<file path="src/rtl/core/hkt_pkg.sv">
// Package for the held key table: sizes, payload structs and table entry types.
// Has no dependencies; every module of the block imports it.
`timescale 1ns / 1ps
`default_nettype none

package hkt_pkg;

   localparam int TABLE_DEPTH = 16;
   localparam int KEY_W       = 16;
   localparam int USED_W      = 5;
   localparam int IDX_W       = (TABLE_DEPTH > 1) ? $clog2(TABLE_DEPTH) : 1;
   localparam int CNT_W       = $clog2(TABLE_DEPTH + 1);

   typedef struct packed {
      logic [KEY_W-1:0] key_code;
      logic             is_press;
   } req_type;

   typedef struct packed {
      logic              accepted;
      logic [USED_W-1:0] used_entries;
   } rsp_type;

   typedef struct packed {
      logic [KEY_W-1:0] code;
      logic             held;
   } entry_type;

   typedef struct packed {
      logic             en;
      logic [IDX_W-1:0] addr;
      entry_type        entry;
   } wr_type;

endpackage

`default_nettype wire

</file>
<file path="src/rtl/core/hkt_table.sv">
// Entry memory of the held key table: one write port, one registered read port.
// Depends on hkt_pkg for the entry and write request types.
`timescale 1ns / 1ps
`default_nettype none

module hkt_table
   import hkt_pkg::*;
(
   input  wire logic             clock,
   input  wire wr_type           wr,
   input  wire logic [IDX_W-1:0] rd_addr,
   output entry_type             rd_data
);

   entry_type entries_ff [TABLE_DEPTH];
   entry_type rd_data_ff;

   always_ff @(posedge clock) begin
      if (wr.en) begin
         entries_ff[wr.addr] <= wr.entry;
      end
   end

   always_ff @(posedge clock) begin
      rd_data_ff <= entries_ff[rd_addr];
   end

   assign rd_data = rd_data_ff;

endmodule

`default_nettype wire

</file>
<file path="src/rtl/core/held_key_table_core.sv">
// Top level of the held key table: sequencer, entry compare unit and used count.
// Depends on hkt_pkg and instantiates hkt_table.
`timescale 1ns / 1ps
`default_nettype none

// A transaction is taken when start is high and busy is low. The block then
// walks the used entries one per cycle through the single read port of the
// entry memory, updates at most one entry, and presents the result on rsp_data
// with rsp_valid high for exactly one cycle; the receiver must take it then.
// Busy is high from the cycle after acceptance through the result cycle, and the
// scan ends early at the first matching entry.
module held_key_table_core
   import hkt_pkg::*;
(
   input  wire logic    clock,
   input  wire logic    reset,
   input  wire logic    start,
   output logic         busy,
   input  wire req_type req_data,
   output logic         rsp_valid,
   output rsp_type      rsp_data
);

   typedef enum logic [3:0] {
      ST_IDLE  = 4'b0001,
      ST_EMPTY = 4'b0010,
      ST_SCAN  = 4'b0100,
      ST_RESP  = 4'b1000
   } state_type;

   state_type        state_ff, state_in;
   logic [CNT_W-1:0] count_ff, count_in;
   logic [IDX_W-1:0] chk_ff, chk_in;
   logic [KEY_W-1:0] code_ff, code_in;
   logic             press_ff, press_in;
   logic             acc_ff, acc_in;
   logic             free_found_ff, free_found_in;
   logic [IDX_W-1:0] free_idx_ff, free_idx_in;
   logic             seen_ff, seen_in;
   logic [IDX_W-1:0] last_held_ff, last_held_in;

   wr_type           wr;
   logic [IDX_W-1:0] rd_addr;
   entry_type        rd_data;
   logic             hit;
   logic             scan_last;

   hkt_table u_table (
      .clock   (clock),
      .wr      (wr),
      .rd_addr (rd_addr),
      .rd_data (rd_data)
   );

   assign hit       = (rd_data.code == code_ff);
   assign scan_last = ((CNT_W'(chk_ff) + CNT_W'(1)) == count_ff);

   always_comb begin
      state_in      = state_ff;
      count_in      = count_ff;
      chk_in        = chk_ff;
      code_in       = code_ff;
      press_in      = press_ff;
      acc_in        = acc_ff;
      free_found_in = free_found_ff;
      free_idx_in   = free_idx_ff;
      seen_in       = seen_ff;
      last_held_in  = last_held_ff;
      wr            = '0;
      rd_addr       = chk_ff;
      unique case (state_ff)
         ST_IDLE: begin
            rd_addr = '0;
            if (start) begin
               code_in       = req_data.key_code;
               press_in      = req_data.is_press;
               chk_in        = '0;
               acc_in        = 1'b1;
               free_found_in = 1'b0;
               seen_in       = 1'b0;
               state_in      = (count_ff == '0) ? ST_EMPTY : ST_SCAN;
            end
         end
         ST_EMPTY: begin
            if (press_ff) begin
               wr.en         = 1'b1;
               wr.addr       = '0;
               wr.entry.code = code_ff;
               wr.entry.held = 1'b1;
               count_in      = CNT_W'(1);
            end
            state_in = ST_RESP;
         end
         ST_SCAN: begin
            rd_addr = scan_last ? chk_ff : chk_ff + IDX_W'(1);
            chk_in  = rd_addr;
            if (press_ff) begin
               if (hit) begin
                  wr.en         = 1'b1;
                  wr.addr       = chk_ff;
                  wr.entry.code = code_ff;
                  wr.entry.held = 1'b1;
                  state_in      = ST_RESP;
               end else begin
                  if (!rd_data.held && !free_found_ff) begin
                     free_found_in = 1'b1;
                     free_idx_in   = chk_ff;
                  end
                  if (scan_last) begin
                     state_in = ST_RESP;
                     priority if (free_found_in) begin
                        wr.en         = 1'b1;
                        wr.addr       = free_idx_in;
                        wr.entry.code = code_ff;
                        wr.entry.held = 1'b1;
                     end else if (count_ff < CNT_W'(TABLE_DEPTH)) begin
                        wr.en         = 1'b1;
                        wr.addr       = IDX_W'(count_ff);
                        wr.entry.code = code_ff;
                        wr.entry.held = 1'b1;
                        count_in      = count_ff + CNT_W'(1);
                     end else begin
                        acc_in = 1'b0;
                     end
                  end
               end
            end else begin
               if (hit) begin
                  wr.en         = 1'b1;
                  wr.addr       = chk_ff;
                  wr.entry.code = code_ff;
                  wr.entry.held = 1'b0;
                  if (scan_last) begin
                     count_in = seen_ff ? CNT_W'(last_held_ff) + CNT_W'(1) : '0;
                  end
                  state_in = ST_RESP;
               end else begin
                  if (rd_data.held) begin
                     seen_in      = 1'b1;
                     last_held_in = chk_ff;
                  end
                  if (scan_last) begin
                     state_in = ST_RESP;
                  end
               end
            end
         end
         ST_RESP: begin
            state_in = ST_IDLE;
         end
         default: begin
            state_in = ST_IDLE;
         end
      endcase
   end

   always_ff @(posedge clock) begin
      if (reset) begin
         state_ff <= ST_IDLE;
         count_ff <= '0;
      end else begin
         state_ff <= state_in;
         count_ff <= count_in;
      end
   end

   always_ff @(posedge clock) begin
      chk_ff        <= chk_in;
      code_ff       <= code_in;
      press_ff      <= press_in;
      acc_ff        <= acc_in;
      free_found_ff <= free_found_in;
      free_idx_ff   <= free_idx_in;
      seen_ff       <= seen_in;
      last_held_ff  <= last_held_in;
   end

   assign busy                  = (state_ff != ST_IDLE);
   assign rsp_valid             = (state_ff == ST_RESP);
   assign rsp_data.accepted     = acc_ff;
   assign rsp_data.used_entries = USED_W'(count_ff);

   a_count_bound : assert property (@(posedge clock) disable iff (reset)
      count_ff <= CNT_W'(TABLE_DEPTH))
      else $error("Used count exceeds the table depth.");

   a_accept_busy : assert property (@(posedge clock) disable iff (reset)
      start && !busy |=> busy)
      else $error("Accepted transaction did not raise busy.");

   a_single_strobe : assert property (@(posedge clock) disable iff (reset)
      rsp_valid |=> !rsp_valid && !busy)
      else $error("Result strobe longer than one cycle or busy stuck.");

   a_write_busy : assert property (@(posedge clock) disable iff (reset)
      wr.en |-> (state_ff == ST_SCAN || state_ff == ST_EMPTY))
      else $error("Table write outside of a transaction.");

   a_reject_full : assert property (@(posedge clock) disable iff (reset)
      rsp_valid && !rsp_data.accepted |-> count_ff == CNT_W'(TABLE_DEPTH))
      else $error("Press rejected while the table had room.");

endmodule

`default_nettype wire

</file>
<file path="config.mk">
export PLATFORM = sky130hd
export DESIGN_NAME = held_key_table_core
export DESIGN_NICKNAME = d
export VERILOG_FILES = /design/src/rtl/core/hkt_pkg.sv /design/src/rtl/core/hkt_table.sv /design/src/rtl/core/held_key_table_core.sv
export SDC_FILE = /design/constraint.sdc
export NUM_CORES = 1
export LEC_CHECK = 0
export BUFFER_PORTS_ARGS = -buffer_cell sky130_fd_sc_hd__buf_2
export CORE_UTILIZATION = 25
export DETAILED_ROUTE_END_ITERATION = 6
export SLEW_MARGIN = 20
export SYNTH_ARGS = -nofsm -noshare
export SYNTH_HDL_FRONTEND = slang
export SYNTH_SLANG_ARGS = --single-unit
</file>
<file path="constraint.sdc">
create_clock -name clock -period 4.3 [get_ports clock]
set_input_delay 0.43 -clock clock [delete_from_list [all_inputs] [get_ports clock]]
set_output_delay 0.43 -clock clock [all_outputs]
set_load 0.03 [all_outputs]
</file>
==> run metrics <==
status=complete, but fails checks; failing checks=design-rule violations; # fillers=between 5,000 and 6,000; Finished Core Util=29.64%; first-pass GRT wire length=roughly 47,000 µm; placed inst area=between 10,000 and 15,000 µm²; overall power consumption=~7 mW; clk slew on worst S/H paths=0.06 ns; clock period minus worst slack=~3.8 ns; hold crit path type=input pin to register; post-synthesis sequential area ratio=slightly above 70%; power density cells=between 400 and 500 nW/µm²; routability cong.=0.8314; Clock Tree Buf Depth=3; share of cells above drive strength 1=16.31%; logic gate share of total power=roughly 8.6%; Worst Clk Skew=between 0.02 and 0.03 ns; via count=around 8,000; Area Overhead vs Synth=16.64%; Max H-tree Level=2; startpoint types=register; Final Max Tran Viols=0; Core ar.=52,870 µm²; Syn Std Cell Area=13,430 µm²; mean post-synth cell area=14.71 µm²; switching share of power=~23%; fraction of registers with async set or reset after synthesis=0%; worst-path maximum fanout=17; post-CTS setup buffers=0; Placed Cells=roughly 1,600; f_max=~260 MHz; critical setup path kind=register to register; num ports=28; setup-violating endpoint count in the final report=0; Syn Nets=approximately 940; Synth Warn #=0; commonest non-fill, non-tap cell in the layout=edfxtp_1; pin count of the biggest net entering global routing=86; critical path launch point=chk_ff[1]; DRT iter0 DRCs=between 800 and 900; Reg power frac=50.8%; WP data arrival=~4.0 ns; # clock sinks=330; Final Instance Count excl. Fillers=roughly 1,700; drt drc=1; clk_lat worst skew=around 0.53 ns; worst hold stages=1; CP endpoint kind=register; gr ovfl total=0; pre-CTS worst setup slack=0.4214 ns; most frequent cells in the layout=304 x edfxtp_1, 103 x nand2_1, 61 x a21oi_1, 56 x mux2i_1, 51 x a221oi_1; die area=54,670 µm²; CTS root buf=clkbuf_16; post-DR wirelength/cell=approximately 18 µm; Seq cells post-synth=between 300 and 400; Peak VDD IR=0.2218 mV; antenna cells=0; nets=slightly below 1,000; internal power=about 5.4 mW; max-cap violations=0; aggregate global-route resource usage=between 10 and 15%; reg2reg path depth=9; Num CTS Buffers=34; post-route cell area=roughly 16,000 µm²; Lkg Pwr=about 4.8 nW; RR Endpoint=u_table.entries_ff[13][1]; Unique masters post-synth=a little under 60; Post-CTS Resized=0; Routed Antenna Nets=0; Final Cycle Share=about nine tenths; drt first pass iters=7; Top FF cell, synth=edfxtp_1; EDFF count, synth=304; Initial Util=around a quarter; sw power=approximately 1.6 mW; RSZ-0062 raised after global routing=false; r2r startpoint=chk_ff[1]; initial antenna violation count=0; vias in the first global route=about 7,700; Post-CTS Hold Fix Bufs=0; Worst-Margin Slew=~1.0 ns; HPWL reported at the end of detailed placement=roughly 18,000 µm; Die Ht=233.8 µm; max incr delay on CP=between 0.7 and 0.8 ns; final hold vios=0; Core Rows=84; Mapped Cells=between 900 and 1,000; Clock Power Share=about 41%; IO Port Bufs=27; Slowest cell on crit path=or4b_2; vias per cell=~4.8; CP cell instances=ha_1, o21ba_1, a221oi_2, o2111ai_2, or4b_2, a21oi_1, o21ai_0, nor2_2, buf_4; Worst R2R Setup Slack=about 0.48 ns; TritonCTS clock tree=built; worst setup margin=0.4790 ns; Critical Path RT=~4.5 ns; setup TNS=0 ns; Max-slew headroom=between 30 and 40%; hold_ws=0.06876 ns; crit path to=u_table.entries_ff[13][1]; Die X=roughly 230 µm; WL final=30,960 µm
-- power groups by stage --
stage	clock network [mW]	registers, mW	logic [mW]
finish	2.88	3.60	0.613
global route	3.06	3.60	0.669
CTS	2.94	3.60	0.616
detailed placement	0	3.67	0.614
global placement	0	3.67	0.606
floorplan	0	3.64	0.459
-- cell usage after synthesis (5+ instances only) --
cell / instances / area share (%)
edfxtp_1: 304 / 68
nand2_1: 104 / 2.9
a21oi_1: 62 / 2.3
mux2i_1: 56 / 4.2
a221oi_1: 51 / 3.3
nor2_1: 46 / 1.3
dfxtp_1: 26 / 3.9
clkbuf_1: 24 / 0.67
buf_2: 20 / 0.75
nor2b_1: 19 / 0.88
xor2_1: 19 / 1.2
a211oi_1: 17 / 0.95
a21boi_0: 17 / 0.95
a311oi_1: 17 / 1.1
or4_1: 17 / 0.95
inv_1: 11 / 0.31
xnor2_1: 9 / 0.59
mux2_2: 7 / 0.59
buf_4: 6 / 0.34
buf_6: 6 / 0.50
o21ai_0: 6 / 0.22
nand2b_1: 5 / 0.23
nand3_1: 5 / 0.19
nor4_1: 5 / 0.23
-- area by class of cell --
type | count | area [µm²] | area share (%)
Clock buffer | 43 | 904.6 | 5.773
Clock inverter | 15 | 166.4 | 1.062
Inverter | 11 | 41.29 | 0.2635
Tap cell | 688 | 860.8 | 5.493
Multi-Input combinational cell | 512 | 3495 | 22.30
Timing Repair Buffer | 76 | 553.0 | 3.529
Sequential cell | 330 | 9649 | 61.58
-- kinds of logic (layout without fill, tap and decap cells) --
| logic type | after synthesis | in the layout | synth area share (%) |
|---|---|---|---|
| AOI/OAI and AO/OA | 195 | 195 | 10.65 |
| DFF | 330 | 330 | 71.83 |
| buffers and inverters | 71 | 145 | 2.673 |
| and+or+nand+nor | 222 | 222 | 7.898 |
| muxes | 63 | 63 | 4.759 |
| adders and majority gates | 4 | 4 | 0.3726 |
| xor gates and xnor gates | 28 | 28 | 1.825 |
-- worst max-delay path: cells and delay by family, from the launching register on --
kind            cells  cell delay [ns]
flops               1             0.50
simple gates        2             0.91
buf+inv             1             0.34
compound gates      5             1.38
fa+ha+maj           1             0.33
-- per-layer routing --
| layer | vias to the layer above | GRT usage [%] | routed length, µm |
|---|---|---|---|
| li1 | 3649 | - | - |
| met1 | 4002 | 16.82 | 14530 |
| met2 | 288 | 16.76 | 13570 |
| met3 | 49 | 1.909 | 2095 |
| met4 | 0 | 3.713 | 760 |
| met5 | - | 0 | 0 |
-- worst min-delay path by stage --
stage                                  to      startpoint
final                         code_ff[12]    req_data[13]
after floorplan           last_held_ff[3]       chk_ff[3]
after detailed placement   free_idx_ff[0]  free_idx_ff[0]
after global routing          code_ff[12]    req_data[13]
after global placement     free_idx_ff[3]  free_idx_ff[3]
after CTS                     code_ff[12]    req_data[13]
-- sequential cells by signal, indices dropped and copies added, names as in the netlist --
register / flops
u_table.entries_ff: 272
u_table.rd_data: 17
code_ff: 16
count_ff: 5
chk_ff: 4
free_idx_ff: 4
last_held_ff: 4
state_ff: 4
acc_ff: 1
free_found_ff: 1
press_ff: 1
seen_ff: 1
Note: power is estimated with default switching activity, not from simulation.
